===== src/hdl/elx_pkg.sv =====
// elx_pkg: shared types, character codes and token codes for the expression lexer
// used by elx_scan, elx_outq and expression_lexer_top; depends on nothing
`timescale 1ns / 1ps
`default_nettype none

package elx_pkg;

  // scan modes
  localparam logic [1:0] MODE_IDLE   = 2'd0;
  localparam logic [1:0] MODE_NUMBER = 2'd1;
  localparam logic [1:0] MODE_IDENT  = 2'd2;

  // token kinds
  localparam logic [3:0] TOK_PLUS    = 4'd0;
  localparam logic [3:0] TOK_MINUS   = 4'd1;
  localparam logic [3:0] TOK_STAR    = 4'd2;
  localparam logic [3:0] TOK_SLASH   = 4'd3;
  localparam logic [3:0] TOK_LPAR    = 4'd4;
  localparam logic [3:0] TOK_RPAR    = 4'd5;
  localparam logic [3:0] TOK_SEMI    = 4'd6;
  localparam logic [3:0] TOK_EQUALS  = 4'd7;
  localparam logic [3:0] TOK_PERCENT = 4'd8;
  localparam logic [3:0] TOK_NUMBER  = 4'd9;
  localparam logic [3:0] TOK_IDENT   = 4'd10;
  localparam logic [3:0] TOK_PRINT   = 4'd11;
  localparam logic [3:0] TOK_LET     = 4'd12;
  localparam logic [3:0] TOK_END     = 4'd13;

  // error codes
  localparam logic [1:0] ERR_NONE     = 2'd0;
  localparam logic [1:0] ERR_MULTI_DP = 2'd1;
  localparam logic [1:0] ERR_UNKNOWN  = 2'd2;

  // character codes
  localparam logic [7:0] CH_PLUS    = 8'h2B;
  localparam logic [7:0] CH_MINUS   = 8'h2D;
  localparam logic [7:0] CH_STAR    = 8'h2A;
  localparam logic [7:0] CH_SLASH   = 8'h2F;
  localparam logic [7:0] CH_LPAR    = 8'h28;
  localparam logic [7:0] CH_RPAR    = 8'h29;
  localparam logic [7:0] CH_SEMI    = 8'h3B;
  localparam logic [7:0] CH_EQUALS  = 8'h3D;
  localparam logic [7:0] CH_PERCENT = 8'h25;
  localparam logic [7:0] CH_DOT     = 8'h2E;
  localparam logic [7:0] CH_UNDER   = 8'h5F;
  localparam logic [7:0] CH_LF      = 8'h0A;
  localparam logic [7:0] CH_CR      = 8'h0D;
  localparam logic [7:0] CH_TAB     = 8'h09;
  localparam logic [7:0] CH_SPACE   = 8'h20;

  // keywords
  localparam int KW_TOTAL      = 2;
  localparam int KW_PRINT_LEN  = 5;
  localparam int KW_LET_LEN    = 3;
  localparam logic [7:0] KW_PRINT [KW_PRINT_LEN] = '{8'h70, 8'h72, 8'h69, 8'h6E, 8'h74};
  localparam logic [7:0] KW_LET   [KW_LET_LEN]   = '{8'h6C, 8'h65, 8'h74};

  // result queue
  localparam int Q_DEPTH    = 4;
  localparam int Q_PTR_BITS = 2;
  localparam int Q_CNT_BITS = 3;

  typedef struct packed {
    logic [3:0]  token_kind;
    logic [15:0] line_number;
    logic [15:0] start_position;
    logic [9:0]  token_length;
    logic [1:0]  error_code;
    logic [7:0]  offending_byte;
    logic        last_of_run;
  } result_t;

  // up to two results produced by one item, in order
  typedef struct packed {
    logic [1:0] count;
    result_t    first;
    result_t    second;
  } push_t;

  function automatic logic is_digit(input logic [7:0] c);
    return (c >= 8'h30) && (c <= 8'h39);
  endfunction

  function automatic logic is_alpha(input logic [7:0] c);
    return (c == CH_UNDER) || ((c >= 8'h61) && (c <= 8'h7A)) ||
           ((c >= 8'h41) && (c <= 8'h5A));
  endfunction

endpackage

`default_nettype wire


===== src/hdl/expression_lexer_top.sv =====
// expression_lexer_top: streaming tokenizer, one source byte per item in, tokens out
// depends on elx_pkg, elx_scan and elx_outq
`timescale 1ns / 1ps
`default_nettype none

// usage
//   src channel: one item per source byte (source_byte), or an end marker
//   (end_of_input = 1) that flushes the pending token and emits an end token
//   tok channel: one token or error record per item, last_of_run marks the
//   final record caused by one source item; an item causes zero, one or two
//   records
// order: the records of an item are written to the result queue when it is
//   accepted and are offered on the tok channel after any earlier records
// throughput: one source item per cycle while the queue has room for two
//   records; the four-entry result queue accepts a new item whenever it has
//   that room, and items that yield two records fill it faster than it drains
// stalls: when tok_ready is low the queue fills and src_ready drops once
//   fewer than two entries are free; nothing is lost or repeated
// reset: synchronous; lexer returns to idle, line 1, position 0, queue empty
// errors: after an error record the lexer halts; later items are still
//   accepted but give no records until reset
module expression_lexer_top #(
  parameter int MAX_TOKEN_LENGTH = 1023,
  parameter int POSITION_BITS    = 16
) (
  input  wire logic        clk,
  input  wire logic        rst,
  // source items
  input  wire logic        src_valid,
  output logic             src_ready,
  input  wire logic [7:0]  source_byte,
  input  wire logic        end_of_input,
  // token items
  output logic             tok_valid,
  input  wire logic        tok_ready,
  output logic [3:0]       token_kind,
  output logic [15:0]      line_number,
  output logic [15:0]      start_position,
  output logic [9:0]       token_length,
  output logic [1:0]       error_code,
  output logic [7:0]       offending_byte,
  output logic             last_of_run
);

  elx_pkg::push_t   push;
  elx_pkg::result_t head;
  logic             room;
  logic             take;

  // ready depends only on queue occupancy, never on scan state
  assign src_ready = room;
  assign take      = src_valid && src_ready;

  elx_scan #(
    .MAX_TOKEN_LENGTH(MAX_TOKEN_LENGTH),
    .POSITION_BITS   (POSITION_BITS)
  ) u_scan (
    .clk         (clk),
    .rst         (rst),
    .take        (take),
    .source_byte (source_byte),
    .end_of_input(end_of_input),
    .push        (push)
  );

  elx_outq u_outq (
    .clk      (clk),
    .rst      (rst),
    .push     (push),
    .room     (room),
    .tok_valid(tok_valid),
    .tok_ready(tok_ready),
    .head     (head)
  );

  // queue head drives the token ports
  assign token_kind     = head.token_kind;
  assign line_number    = head.line_number;
  assign start_position = head.start_position;
  assign token_length   = head.token_length;
  assign error_code     = head.error_code;
  assign offending_byte = head.offending_byte;
  assign last_of_run    = head.last_of_run;

endmodule

`default_nettype wire


===== src/hdl/elx_scan.sv =====
// elx_scan: lexer state and per-byte token logic, one item per cycle while take is high
// depends on elx_pkg
`timescale 1ns / 1ps
`default_nettype none

module elx_scan #(
  parameter int MAX_TOKEN_LENGTH = 1023,
  parameter int POSITION_BITS    = 16
) (
  input  wire logic              clk,
  input  wire logic              rst,
  input  wire logic              take,
  input  wire logic [7:0]        source_byte,
  input  wire logic              end_of_input,
  output elx_pkg::push_t         push
);

  localparam int LB = $clog2(MAX_TOKEN_LENGTH + 1);
  localparam int PB = POSITION_BITS;
  localparam logic [LB-1:0] LEN_MAX = LB'(MAX_TOKEN_LENGTH);

  logic [1:0]    mode, mode_next;
  logic          decimal_seen, decimal_seen_next;
  logic [15:0]   line_count, line_count_next;
  logic [PB-1:0] byte_position, byte_position_next;
  logic [PB-1:0] pending_start, pending_start_next;
  logic [LB-1:0] pending_length, pending_length_next;
  logic [1:0]    kw_flags, kw_flags_next;
  logic          halted, halted_next;

  logic [15:0] pos16, start16;
  logic [9:0]  len10;

  generate
    if (PB >= 16) begin : g_pos_wide
      assign pos16   = byte_position[15:0];
      assign start16 = pending_start[15:0];
    end else begin : g_pos_narrow
      assign pos16   = {{(16 - PB){1'b0}}, byte_position};
      assign start16 = {{(16 - PB){1'b0}}, pending_start};
    end
    if (LB >= 10) begin : g_len_wide
      assign len10 = pending_length[9:0];
    end else begin : g_len_narrow
      assign len10 = {{(10 - LB){1'b0}}, pending_length};
    end
  endgenerate

  logic          c_digit, c_alpha, c_dot, c_op, c_sep;
  logic [3:0]    op_kind;
  logic          print_ok, let_ok;
  logic [LB-1:0] len_grown;
  logic [15:0]   line_inc;
  logic [PB-1:0] pos_inc;
  logic [3:0]    flush_kind;
  logic          flush_valid;
  elx_pkg::result_t flush_rec, extra_rec;
  logic          extra_valid;

  always_comb begin
    c_digit = elx_pkg::is_digit(source_byte);
    c_alpha = elx_pkg::is_alpha(source_byte);
    c_dot   = (source_byte == elx_pkg::CH_DOT);
    c_sep   = (source_byte == elx_pkg::CH_SPACE) || (source_byte == elx_pkg::CH_TAB) ||
              (source_byte == elx_pkg::CH_CR);
    c_op    = 1'b1;
    case (source_byte)
      elx_pkg::CH_PLUS:    op_kind = elx_pkg::TOK_PLUS;
      elx_pkg::CH_MINUS:   op_kind = elx_pkg::TOK_MINUS;
      elx_pkg::CH_STAR:    op_kind = elx_pkg::TOK_STAR;
      elx_pkg::CH_SLASH:   op_kind = elx_pkg::TOK_SLASH;
      elx_pkg::CH_LPAR:    op_kind = elx_pkg::TOK_LPAR;
      elx_pkg::CH_RPAR:    op_kind = elx_pkg::TOK_RPAR;
      elx_pkg::CH_SEMI:    op_kind = elx_pkg::TOK_SEMI;
      elx_pkg::CH_EQUALS:  op_kind = elx_pkg::TOK_EQUALS;
      elx_pkg::CH_PERCENT: op_kind = elx_pkg::TOK_PERCENT;
      default: begin
        op_kind = elx_pkg::TOK_PLUS;
        c_op    = 1'b0;
      end
    endcase
  end

  // incremental keyword match at the current token index
  always_comb begin
    print_ok = 1'b0;
    let_ok   = 1'b0;
    for (int i = 0; i < elx_pkg::KW_PRINT_LEN; i++) begin
      if (pending_length == LB'(i) && source_byte == elx_pkg::KW_PRINT[i]) print_ok = 1'b1;
    end
    for (int i = 0; i < elx_pkg::KW_LET_LEN; i++) begin
      if (pending_length == LB'(i) && source_byte == elx_pkg::KW_LET[i]) let_ok = 1'b1;
    end
  end

  assign len_grown = (pending_length < LEN_MAX) ? pending_length + LB'(1) : pending_length;
  assign line_inc  = (line_count < 16'hFFFF) ? line_count + 16'd1 : line_count;
  assign pos_inc   = byte_position + PB'(1);

  always_comb begin
    flush_valid = (mode != elx_pkg::MODE_IDLE);
    if (mode == elx_pkg::MODE_NUMBER)
      flush_kind = elx_pkg::TOK_NUMBER;
    else if (kw_flags[0] && pending_length == LB'(elx_pkg::KW_PRINT_LEN))
      flush_kind = elx_pkg::TOK_PRINT;
    else if (kw_flags[1] && pending_length == LB'(elx_pkg::KW_LET_LEN))
      flush_kind = elx_pkg::TOK_LET;
    else
      flush_kind = elx_pkg::TOK_IDENT;
    flush_rec.token_kind     = flush_kind;
    flush_rec.line_number    = line_count;
    flush_rec.start_position = start16;
    flush_rec.token_length   = len10;
    flush_rec.error_code     = elx_pkg::ERR_NONE;
    flush_rec.offending_byte = 8'd0;
    flush_rec.last_of_run    = 1'b0;
  end

  always_comb begin
    mode_next           = mode;
    decimal_seen_next   = decimal_seen;
    line_count_next     = line_count;
    byte_position_next  = byte_position;
    pending_start_next  = pending_start;
    pending_length_next = pending_length;
    kw_flags_next       = kw_flags;
    halted_next         = halted;
    push                = '0;
    extra_valid         = 1'b0;

    extra_rec.token_kind     = elx_pkg::TOK_PLUS;
    extra_rec.line_number    = line_count;
    extra_rec.start_position = pos16;
    extra_rec.token_length   = 10'd0;
    extra_rec.error_code     = elx_pkg::ERR_NONE;
    extra_rec.offending_byte = 8'd0;
    extra_rec.last_of_run    = 1'b0;

    if (take && !halted) begin
      if (end_of_input) begin
        // flush, then end token at current position
        extra_rec.token_kind = elx_pkg::TOK_END;
        extra_valid          = 1'b1;
        mode_next            = elx_pkg::MODE_IDLE;
        decimal_seen_next    = 1'b0;
        pending_length_next  = '0;
        kw_flags_next        = 2'b11;
        line_count_next      = 16'd1;
        byte_position_next   = '0;
      end else if (mode == elx_pkg::MODE_NUMBER && (c_digit || c_dot)) begin
        if (c_dot && decimal_seen) begin
          // pending number dropped, error reported, block halts
          extra_rec.error_code     = elx_pkg::ERR_MULTI_DP;
          extra_rec.offending_byte = source_byte;
          extra_valid              = 1'b1;
          mode_next                = elx_pkg::MODE_IDLE;
          decimal_seen_next        = 1'b0;
          pending_length_next      = '0;
          kw_flags_next            = 2'b11;
          halted_next              = 1'b1;
        end else begin
          decimal_seen_next   = decimal_seen | c_dot;
          pending_length_next = len_grown;
          byte_position_next  = pos_inc;
        end
      end else if (mode == elx_pkg::MODE_IDENT && (c_alpha || c_digit)) begin
        pending_length_next = len_grown;
        kw_flags_next       = kw_flags & {let_ok, print_ok};
        byte_position_next  = pos_inc;
      end else begin
        mode_next           = elx_pkg::MODE_IDLE;
        decimal_seen_next   = 1'b0;
        pending_length_next = '0;
        kw_flags_next       = 2'b11;
        byte_position_next  = pos_inc;
        if (c_op) begin
          extra_rec.token_kind   = op_kind;
          extra_rec.token_length = 10'd1;
          extra_valid            = 1'b1;
        end else if (source_byte == elx_pkg::CH_LF) begin
          line_count_next = line_inc;
        end else if (c_sep) begin
          line_count_next = line_count;
        end else if (c_digit) begin
          mode_next           = elx_pkg::MODE_NUMBER;
          pending_start_next  = byte_position;
          pending_length_next = LB'(1);
        end else if (c_alpha) begin
          mode_next           = elx_pkg::MODE_IDENT;
          pending_start_next  = byte_position;
          pending_length_next = LB'(1);
          kw_flags_next       = {source_byte == elx_pkg::KW_LET[0],
                                 source_byte == elx_pkg::KW_PRINT[0]};
        end else begin
          extra_rec.error_code     = elx_pkg::ERR_UNKNOWN;
          extra_rec.offending_byte = source_byte;
          extra_valid              = 1'b1;
          halted_next              = 1'b1;
        end
      end

      // a continuing token is not flushed; a second decimal point drops it
      if (flush_valid && !(mode == elx_pkg::MODE_NUMBER && !end_of_input &&
                           (c_digit || c_dot)) &&
          !(mode == elx_pkg::MODE_IDENT && !end_of_input && (c_alpha || c_digit))) begin
        push.first  = flush_rec;
        push.second = extra_rec;
        push.count  = extra_valid ? 2'd2 : 2'd1;
      end else begin
        push.first  = extra_rec;
        push.count  = extra_valid ? 2'd1 : 2'd0;
      end
      if (push.count == 2'd1) push.first.last_of_run = 1'b1;
      if (push.count == 2'd2) push.second.last_of_run = 1'b1;
    end
  end

  always_ff @(posedge clk) begin
    if (rst) begin
      mode           <= elx_pkg::MODE_IDLE;
      decimal_seen   <= 1'b0;
      line_count     <= 16'd1;
      byte_position  <= '0;
      pending_start  <= '0;
      pending_length <= '0;
      kw_flags       <= 2'b11;
      halted         <= 1'b0;
    end else begin
      mode           <= mode_next;
      decimal_seen   <= decimal_seen_next;
      line_count     <= line_count_next;
      byte_position  <= byte_position_next;
      pending_start  <= pending_start_next;
      pending_length <= pending_length_next;
      kw_flags       <= kw_flags_next;
      halted         <= halted_next;
    end
  end

endmodule

`default_nettype wire


===== src/hdl/elx_outq.sv =====
// elx_outq: four-entry result queue, takes up to two results per cycle, gives one while tok_ready is high
// depends on elx_pkg
`timescale 1ns / 1ps
`default_nettype none

module elx_outq (
  input  wire logic              clk,
  input  wire logic              rst,
  input  wire elx_pkg::push_t    push,
  output logic                   room,
  output logic                   tok_valid,
  input  wire logic              tok_ready,
  output elx_pkg::result_t       head
);

  elx_pkg::result_t mem [elx_pkg::Q_DEPTH];
  logic [elx_pkg::Q_PTR_BITS-1:0] wr_ptr, rd_ptr, wr_ptr_p1;
  logic [elx_pkg::Q_CNT_BITS-1:0] count;
  logic pop;

  assign wr_ptr_p1 = wr_ptr + elx_pkg::Q_PTR_BITS'(1);
  assign tok_valid = (count != '0);
  assign pop       = tok_valid && tok_ready;
  // room for the worst case of two results
  assign room      = (count <= elx_pkg::Q_CNT_BITS'(elx_pkg::Q_DEPTH - 2));
  assign head      = mem[rd_ptr];

  always_ff @(posedge clk) begin
    if (push.count != 2'd0) mem[wr_ptr] <= push.first;
    if (push.count == 2'd2) mem[wr_ptr_p1] <= push.second;
  end

  always_ff @(posedge clk) begin
    if (rst) begin
      wr_ptr <= '0;
      rd_ptr <= '0;
      count  <= '0;
    end else begin
      wr_ptr <= wr_ptr + elx_pkg::Q_PTR_BITS'(push.count);
      if (pop) rd_ptr <= rd_ptr + elx_pkg::Q_PTR_BITS'(1);
      count  <= count + elx_pkg::Q_CNT_BITS'(push.count) - elx_pkg::Q_CNT_BITS'(pop);
    end
  end

endmodule

`default_nettype wire

===== config.mk =====
export PLATFORM = sky130hd
export DESIGN_NAME = expression_lexer_top
export DESIGN_NICKNAME = d
export VERILOG_FILES = /design/src/hdl/elx_pkg.sv /design/src/hdl/expression_lexer_top.sv /design/src/hdl/elx_scan.sv /design/src/hdl/elx_outq.sv
export SDC_FILE = /design/constraint.sdc
export NUM_CORES = 1
export LEC_CHECK = 0
export ABC_AREA = 1
export ABC_CLOCK_PERIOD_IN_PS = 25900
export BUFFER_PORTS_ARGS = -buffer_cell sky130_fd_sc_hd__buf_2
export CORE_MARGIN = 4
export CORE_UTILIZATION = 69
export CTS_BUF_LIST = sky130_fd_sc_hd__clkbuf_4
export DETAILED_ROUTE_END_ITERATION = 8
export PLACE_DENSITY = 0.88
export RECOVER_POWER = 25
export REMOVE_ABC_BUFFERS = 1
export SLEW_MARGIN = 15
export SYNTH_ARGS = -nofsm -noshare
export SYNTH_HDL_FRONTEND = slang
export SYNTH_HIERARCHICAL = 1
export SYNTH_SLANG_ARGS = --single-unit

===== constraint.sdc =====
create_clock -name clk -period 25.9 [get_ports clk]
set_clock_uncertainty 0.2 [all_clocks]
set_input_delay 3.885 -clock clk [delete_from_list [all_inputs] [get_ports clk]]
set_output_delay 3.885 -clock clk [all_outputs]
set_load 0.005 [all_outputs]

# ---- After elaboration in Yosys (flattened, before gate mapping)
# Memories as Yosys holds them, arrays and structs flattened. A register that Yosys moved wholly into a read port is not among the register bits.
# Cells that the tools add are included.
dict set report word_totals {
  register_bits 71
  latch_bits 0
  ramBits 228
  rom_bits 0
  inputBits 13
  wordCells 235
  memories 1
}
# memory depth width rd rd_ports_with_merged_regs write_ports line_no
set memory_table {}
lappend memory_table {u_outq.mem 4 57 1 1 2 elx_outq.sv:16} ;# elx_pkg::result_t mem [elx_pkg::Q_DEPTH];
dict set report op_classes {
  add_sub_neg 8
  mul 0
  div 0
  magnitude_cmp 9
  eq_ne 45
  shifts 0
  n_mux 103
  bitwise 8
  reduce_logical 50
}
# op count
set ops {}
lappend ops {{$mux 16} 11}
lappend ops {{$mux 10} 16}
lappend ops {{$mux 59} 2}
lappend ops {{$mux 116} 1}
lappend ops {{$eq 8x6->1 const B} 11}
lappend ops {{$eq 8x7->1 const B} 8}
lappend ops {{$mux 57} 1}
lappend ops {{$mux 2} 21}
lappend ops {{$mux 1} 40}
lappend ops {{$mux 20} 2}
lappend ops {{$add 16x1->16 const B} 2}
lappend ops {{$pmux 4 s8} 1}
lappend ops {{$logic_and 1x1->1} 25}
lappend ops {{$eq 8x4->1 const B} 3}
lappend ops {{$mux 4} 6}
lappend ops {{$eq 10x2->1 const B} 2}
lappend ops {{$eq 10x3->1 const B} 2}
lappend ops {{$ge 8x7->1 const B} 2}
lappend ops {{$le 8x7->1 const B} 2}
lappend ops {{$lt 16x16->1 const B} 1}
lappend ops {{$ne 2x2->1 const B} 8}
lappend ops {{$add 10x1->10 const B} 1}
lappend ops {{$eq 10x1->1 const B} 1}
lappend ops {{$logic_not 10->1} 1}
lappend ops {{other kinds (28)} 53}

# ---- Logic depth before layout (Yosys ltp)
# Gate-level depths: netlist (run 1).
dict set report logic_depth {
  ltp_word 22
  ltp_mapped 26
  depth_no_buf 23
}

# ---- By module
# The synthesis (run 1) kept the hierarchy.
# module n_inst cells_per_inst area_per_inst_um2 seq_area_each_um2
set modules_own_cells {}
lappend modules_own_cells {elx_outq 1 1186 11377.2 7026.7}
lappend modules_own_cells {elx_scan 1 904 5353.9 1281.2}
lappend modules_own_cells {expression_lexer_top 1 2 7.5 0.0}

# ---- Worst setup path before layout (run 1)
# OpenSTA, ideal clock, no wires.
dict set report synth_path {
  kind {input to register}
  start {input source_byte[3]}
  end {memory u_outq/mem[3][0] (netlist bit), enable pin}
  arrival_time_ns 10.049
  required_ns 25.143
  setup_slack_ns 15.094
  cell_stages 19
  path_cell_list {buf_4 -> nand2_2 -> nor2_1 -> nand2_1 -> nand2_1 -> nand2_2 -> nand2_4 -> nand2_2 -> nor2_1 -> nor2_4 -> nand2_4 -> buf_6 -> inv_1 -> ha_1 -> inv_1 -> nor2_1 -> buf_4 -> nor2_1 -> o31ai_1}
}
# item line_no
set synth_lines {}
lappend synth_lines {{from (decl)} expression_lexer_top.sv:31} ;# input wire logic [7:0] source_byte,
lappend synth_lines {{to (decl)} elx_outq.sv:16}

==> results.sh, run 1 <==
export IMPL_status="finished with violations"
export IMPL_violations="capacitance limit, slew limit"
export IMPL_max_freq_mhz=88.6
export IMPL_fillers=1790
export IMPL_initial_utilization=0.707
export IMPL_min_to="u_scan/kw_flags[0]"
export IMPL_synth_edf_count=228
export IMPL_globalplace_congestion=0.951
export IMPL_vias_per_cell=6.00
export IMPL_clkLatencyLatePin_ns=0.69
export IMPL_arrival_ns=11.37
export IMPL_register_area_mm2=0.00831
export IMPL_drtIter0Drc=1734
export IMPL_areaGrowthSynthToFinish_pct=6.98
export IMPL_r2r_start="u_scan/mode[0]"
export IMPL_slowest_delay_ns=1.26
export IMPL_min_period_over_period=0.436
export IMPL_ios=72
export IMPL_die_h_um=164
export IMPL_postCtsHoldBufs=0
export IMPL_cp_common_cell="nand2_1"
export IMPL_ys_warn_count=6
export IMPL_final_setup_tns_ns=0
export IMPL_rsz0062_at_grt="no"
export IMPL_path_cells="clkbuf_1 > nand2_1 > nand2_1 > inv_1 > nand2_1 > nand2_1 > nand2_1 > nand2_1 > nand2_1 > nor2_1 > nor2_1 > nand2_1 > inv_1 > ha_1 > inv_1 > nor2_1 > clkinv_1 > nor2_1 > nand2_1 > nand2_2 > buf_4"
export IMPL_slowest_stage="nor2_1"
export IMPL_finalNetCount=2151
export IMPL_die_width_um=164
export IMPL_cp_end_kind="flop"
export IMPL_grt_overflow_total=0
export IMPL_cts_root_buf="clkbuf_4"
export IMPL_worst_setup_path_type="input port to flop"
export IMPL_htreeDepth=3
export IMPL_synth_top_area_frac=0.409
export IMPL_worst_pin_slew_ns=3.24
export IMPL_ff2ff_path_depth=16
export IMPL_cts_tree="built"
export IMPL_hold_path_class="flop to flop"
export IMPL_r2r_end="u_outq/mem[2][6]"
export IMPL_grt_pass1_vias=14700
export IMPL_path_clk_slew_ns=0.06
export IMPL_min_path_cells=2
export IMPL_cp_required_ns=25.98
export IMPL_first_pass_iters=7
export IMPL_avgSynthCellArea_um2=8.00
export IMPL_multiInputGateArea_mm2=0.00705
export IMPL_p_leak_nw=6.14
export IMPL_synth_cell_type_count=43
export IMPL_routed_wl_um=43700
export IMPL_period_needed_ns=11.29
export IMPL_critical_path_top_delay_family="simple AND/OR/NAND/NOR gates"
export IMPL_grt_max_degree=116
export IMPL_setup_viol=0
export IMPL_antenna_found_initial=1
export IMPL_final_core_util=0.756
export IMPL_stdcell_area_mm2=0.0179
export IMPL_synth_area_leader_cell="edfxtp_1"
export IMPL_vdd_ir_drop_max_mv=0.0456
export IMPL_min_delay_start="u_scan/kw_flags[0]"
export IMPL_cts_resized=0
export IMPL_yosysSeqAreaShare=0.496
export IMPL_numClockSinks=301
export IMPL_detail_route_antenna_nets=0
export IMPL_ys_flop_type="edfxtp_1"
export IMPL_synth_most_common_cell="nand2_1"
export IMPL_finalHoldViolCount=0
export IMPL_coreArea_mm2=0.0237
export IMPL_worst_setup_path_start_kind="input port"
export IMPL_worst_path_buf_inv=6
export IMPL_dpl_instance_area_mm2=0.0169
export IMPL_rows=56
export IMPL_wl_per_cell_um=17.4
export IMPL_netlist_top_cells_area="edfxtp_1 (41%), nand2_1 (9.6%), dfxtp_1 (8.7%)"
export IMPL_drc=0
export IMPL_fin_hold_ws_ns=0.274
export IMPL_syn_area_mm2=0.0167
export IMPL_r2r_slack_ns=18.28
export IMPL_ys_seq_elements=301
export IMPL_clk_path_buf_depth=3
export IMPL_synthCells=2092
export IMPL_critPathMaxFanout=42
export IMPL_layout_drive_gt1_share=0.111
export IMPL_post_cts_setup_buffers=0
export IMPL_pwr_density_cell_mw_per_mm2=80.0
export IMPL_numCtsBuffers=77
export IMPL_relSlewSlack=-1.16
export IMPL_port_buffers=71
export IMPL_hpwl_um=25900
export IMPL_postSynth_asyncResetShare=0
export IMPL_grt_usage=0.327
export IMPL_vias=15100
export IMPL_grt_pass1_wl_um=70900
export IMPL_drv_cap=6
export IMPL_synthTopCellsByCount="nand2_1 (427), nor2_1 (303), edfxtp_1 (228)"
export IMPL_maxSlewViolCount=269
export IMPL_dieArea_mm2=0.0268
[kinds of logic after synthesis]
logic type	after synthesis	share of synthesized area
buffers and inverters	309	0.0841
and+or+nand+nor	952	0.244
adders and majority gates	13	0.0102
AOI/OAI and AO/OA	490	0.152
xor gates and xnor gates	26	0.0136
DFF	301	0.496
other	1	0.000224
[stage by stage]
stage                     cells  power (mW)  setup WS, ns
after floorplan            1959       0.850         14.00
after global placement     2365       0.986         16.98
after detailed placement   2365       0.999         16.87
after CTS                  2509        1.44         17.56
after global routing       2511        1.51         13.88
final                      2511        1.43         14.61
[layout make-up]
cell class	instances	area share
Sequential cell	301	0.464
Multi-Input combinational cell	1491	0.394
Clock buffer	118	0.0495
Inverter	167	0.0350
Timing Repair Buffer	87	0.0230
Tap cell	319	0.0223
Clock inverter	26	0.0119
Antenna cell	2	0.000279
[placed cells by master, fill, tap and decap left out, drive strengths merged]
cell	n
ha	12
diode	2
bufinv	4
edfxtp	228
dfxtp	73
nor3b	2
o31ai	1
and2	1
o21a	1
clkbuf	161
o22ai	57
nand3	89
nor3	22
or2	1
buf	44
nand3b	2
xor2	26
a21boi	1
conb	10
a21oi	56
nand2	441
o21ai	371
clkinv	24
o211ai	2
inv	165
nand4	46
a211oi	1
nor2	348
fa	1
[how the worst max path moves through the flow]
| stage | from | endpoint | cells after the start |
|---|---|---|---|
| 2_1_floorplan | source_byte[7] | u_outq/mem[3][0] | 16 |
| 3_3_place_gp | source_byte[3] | u_outq/mem[1][19] | 21 |
| 3_5_place_dp | source_byte[3] | u_outq/mem[1][12] | 21 |
| 4_1_cts | source_byte[3] | u_outq/mem[1][10] | 21 |
| 5_1_grt | source_byte[3] | u_outq/mem[2][6] | 21 |
| 6_report | source_byte[3] | u_outq/mem[2][6] | 21 |
[report_power, final]
part | switching [mW] | internal (mW)
combinational | 0.259 | 0.0960
sequential | 0.0274 | 0.604
clock | 0.197 | 0.249
[tightest hold or removal path: cells and delay by family, from the launching register on]
family           cells  cell delay (ns)
AND/OR/NAND/NOR      2             0.12
flip-flops           1             0.33
[sequential cells by signal (all words and copies together) (netlist names), 2 cells and up, named ones only]
name	count
u_scan/kw_flags	2
u_scan/pending_start	16
u_outq/rd_ptr	2
u_outq/count	3
u_scan/len10	10
u_scan/mode	2
u_scan/byte_position	16
u_scan/line_count	16
u_outq/wr_ptr	2
u_outq/mem	228
[metal layers]
| layer | vias to the layer above | wire length [µm] | global-route usage |
|---|---|---|---|
| li1 | 7156 | - | - |
| met1 | 6963 | 16400 | 0.403 |
| met2 | 836 | 21600 | 0.570 |
| met3 | 101 | 4630 | 0.0627 |
| met4 | 0 | 1050 | 0.134 |
| met5 | - | 0 | 0 |
Note: power is estimated with default switching activity, not from simulation.
==> run 2, diff against run 1 <==
--- a/config.mk
+++ b/config.mk
@@ -6,13 +6,13 @@
 export NUM_CORES = 1
 export LEC_CHECK = 0
 export ABC_AREA = 1
-export ABC_CLOCK_PERIOD_IN_PS = 25900
+export ABC_CLOCK_PERIOD_IN_PS = 11100
 export BUFFER_PORTS_ARGS = -buffer_cell sky130_fd_sc_hd__buf_2
 export CORE_MARGIN = 4
-export CORE_UTILIZATION = 69
+export CORE_UTILIZATION = 64
 export CTS_BUF_LIST = sky130_fd_sc_hd__clkbuf_4
 export DETAILED_ROUTE_END_ITERATION = 8
-export PLACE_DENSITY = 0.88
+export PLACE_DENSITY = 0.82
 export RECOVER_POWER = 25
 export REMOVE_ABC_BUFFERS = 1
 export SLEW_MARGIN = 15
==> constraint.sdc (replaced) <==
create_clock -name clk -period 11.1 [get_ports clk]
set_clock_uncertainty 0.2 [all_clocks]
set_input_delay 1.665 -clock clk [delete_from_list [all_inputs] [get_ports clk]]
set_output_delay 1.665 -clock clk [all_outputs]
set_load 0.005 [all_outputs]
==> results.sh, run 2 (synthesis gave the netlist of run 1 again) <==
export IMPL_maxSlewViolCount=252
export IMPL_violations="capacitance limit, slew limit"
export IMPL_max_freq_mhz=120
export IMPL_die_width_um=170
export IMPL_p_sw_frac=0.345
export IMPL_dieArea_mm2=0.0288
export IMPL_cts_tree="built"
export IMPL_layout_drive_gt1_share=0.113
export IMPL_placed_cells=2375
export IMPL_clk_path_buf_depth=3
export IMPL_register_area_mm2=0.00831
export IMPL_fin_cells=2518
export IMPL_grt_overflow_total=0
export IMPL_grt_use_met2=0.512
export IMPL_routed_wl_um=44600
export IMPL_final_setup_tns_ns=0
export IMPL_grt_pass1_vias=14400
export IMPL_p_int_mw=2.13
export IMPL_rows=58
export IMPL_port_buffers=71
export IMPL_multiInputGateArea_mm2=0.00707
export IMPL_numClockSinks=301
export IMPL_pwr_share_clk=0.292
export IMPL_drv_cap=5
export IMPL_finalHoldViolCount=0
export IMPL_htreeDepth=3
export IMPL_globalplace_congestion=0.959
export IMPL_cp_required_ns=11.18
export IMPL_critPathMaxFanout=115
export IMPL_pwr_share_seq=0.451
export IMPL_fin_hold_ws_ns=0.275
export IMPL_clkLatencyLatePin_ns=0.68
export IMPL_cts_root_buf="clkbuf_4"
export IMPL_comb_power_share=0.257
export IMPL_stdcell_area_mm2=0.0178
export IMPL_first_pass_iters=8
export IMPL_coreArea_mm2=0.0255
export IMPL_fillers=2097
export IMPL_regMostFlops="u_outq/mem"
export IMPL_grt_pass1_wl_um=71800
export IMPL_grt_busiest_layer="met2"
export IMPL_status="finished with violations"
export IMPL_path_clk_slew_ns=0.06
export IMPL_dpl_instance_area_mm2=0.0169
export IMPL_vias=15000
export IMPL_setup_viol=0
export IMPL_hpwl_um=26500
export IMPL_drtIter0Drc=1756
export IMPL_pwr_density_cell_mw_per_mm2=183
export IMPL_hold_path_class="flop to flop"
export IMPL_vdd_ir_drop_max_mv=0.156
export IMPL_layout_commonest_cell="nand2_1"
export IMPL_worst_setup_path_start_kind="input port"
export IMPL_final_core_util=0.700
export IMPL_largest_reg_flops=228
export IMPL_grt_max_degree=116
export IMPL_antenna_found_initial=2
export IMPL_worst_setup_path_type="input port to flop"
export IMPL_worst_pin_slew_ns=3.34
export IMPL_areaGrowthSynthToFinish_pct=6.50
export IMPL_p_leak_nw=6.13
export IMPL_switchingPower_mw=1.13
export IMPL_rsz0062_at_grt="no"
export IMPL_grtUsageMet3=0.0503
export IMPL_die_h_um=170
export IMPL_ios=72
export IMPL_drc=0
export IMPL_final_cell_mix="nand2_1 (427), nor2_1 (305), o21ai_0 (243)"
export IMPL_gr_usage_met1=0.399
export IMPL_vias_per_cell=5.95
export IMPL_min_period_over_period=0.749
export IMPL_cts_resized=0
export IMPL_grt_usage=0.308
export IMPL_numCtsBuffers=77
export IMPL_arrival_ns=8.40
export IMPL_cp_end_kind="flop"
export IMPL_initial_utilization=0.657
export IMPL_detail_route_antenna_nets=0
export IMPL_relSlewSlack=-1.23
export IMPL_wl_per_cell_um=17.7
export IMPL_postCtsHoldBufs=0
export IMPL_finalNetCount=2150
export IMPL_post_cts_setup_buffers=0
export IMPL_period_needed_ns=8.32
## run 2: cell count changes in the layout (fill, tap and decap cells not counted), moves of 2 or more
cell       previous run  this run
clkbuf_1             41        36
bufinv_16             4         0
nand2_1             431       427
nand2_4               1         5
clkbuf_2              2         5
clkbuf_4            118       121
clkinv_2              5         2
o21ai_0             241       243
o21ai_1             129       127
## run 2: cell type report
class / instances / share of cell area
well taps: 330 / 0.0232
clock buffers: 121 / 0.0510
flip-flops and latches: 301 / 0.466
inverters: 167 / 0.0352
multi-input cells: 1491 / 0.397
diodes: 1 / 0.000140
clock inverters: 21 / 0.00477
repair buffers: 86 / 0.0232
## run 2: through the flow
| step | worst slack (ns) | power [mW] |
|---|---|---|
| final | 2.78 | 3.26 |
| after global routing | 2.28 | 3.45 |
| after CTS | 4.96 | 3.29 |
| after detailed placement | 4.27 | 2.34 |
| after global placement | 4.41 | 2.31 |
| after floorplan | 1.42 | 1.98 |
## run 2: metal layers
metal | part of all wire | vias to the layer above
met5 | 0.00029 | -
met4 | 0.032 | 2
li1 | - | 7172
met3 | 0.092 | 125
met1 | 0.39 | 6875
met2 | 0.48 | 800
## run 2: power by group through the flow
stage	clock network, mW	registers [mW]	logic (mW)
CTS	0.971	1.47	0.849
floorplan	0	1.50	0.486
global placement	0	1.49	0.820
global route	1.03	1.48	0.932
finish	0.952	1.47	0.838
detailed placement	0	1.49	0.843
## run 2: worst max-delay path, cell delays in order
cell     delay (ns)
buf_2          0.15
nand2_1        0.10
a21oi_1        0.14
nand2_1        0.11
nand2_1        0.15
nand2_4        0.10
nand2_1        0.12
nor2_1         0.06
nor2_1         1.22
nand2_1        1.04
inv_1          0.22
ha_1           0.25
inv_1          0.05
nor2_1         0.11
nor2_1         0.65
nand2_4        0.79
nand2_2        0.70
buf_4          0.68
## run 2: worst paths after layout
check | slack (ns) | end | cells past startpoint | startpoint
min | 0.27 | u_scan/halted | 2 | u_scan/halted
max | 2.78 | u_outq/mem[1][54] | 18 | source_byte[1]
max reg2reg | 3.85 | u_outq/mem[1][54] | 15 | u_scan/mode[0]
min reg2reg | 0.27 | u_scan/halted | 2 | u_scan/halted
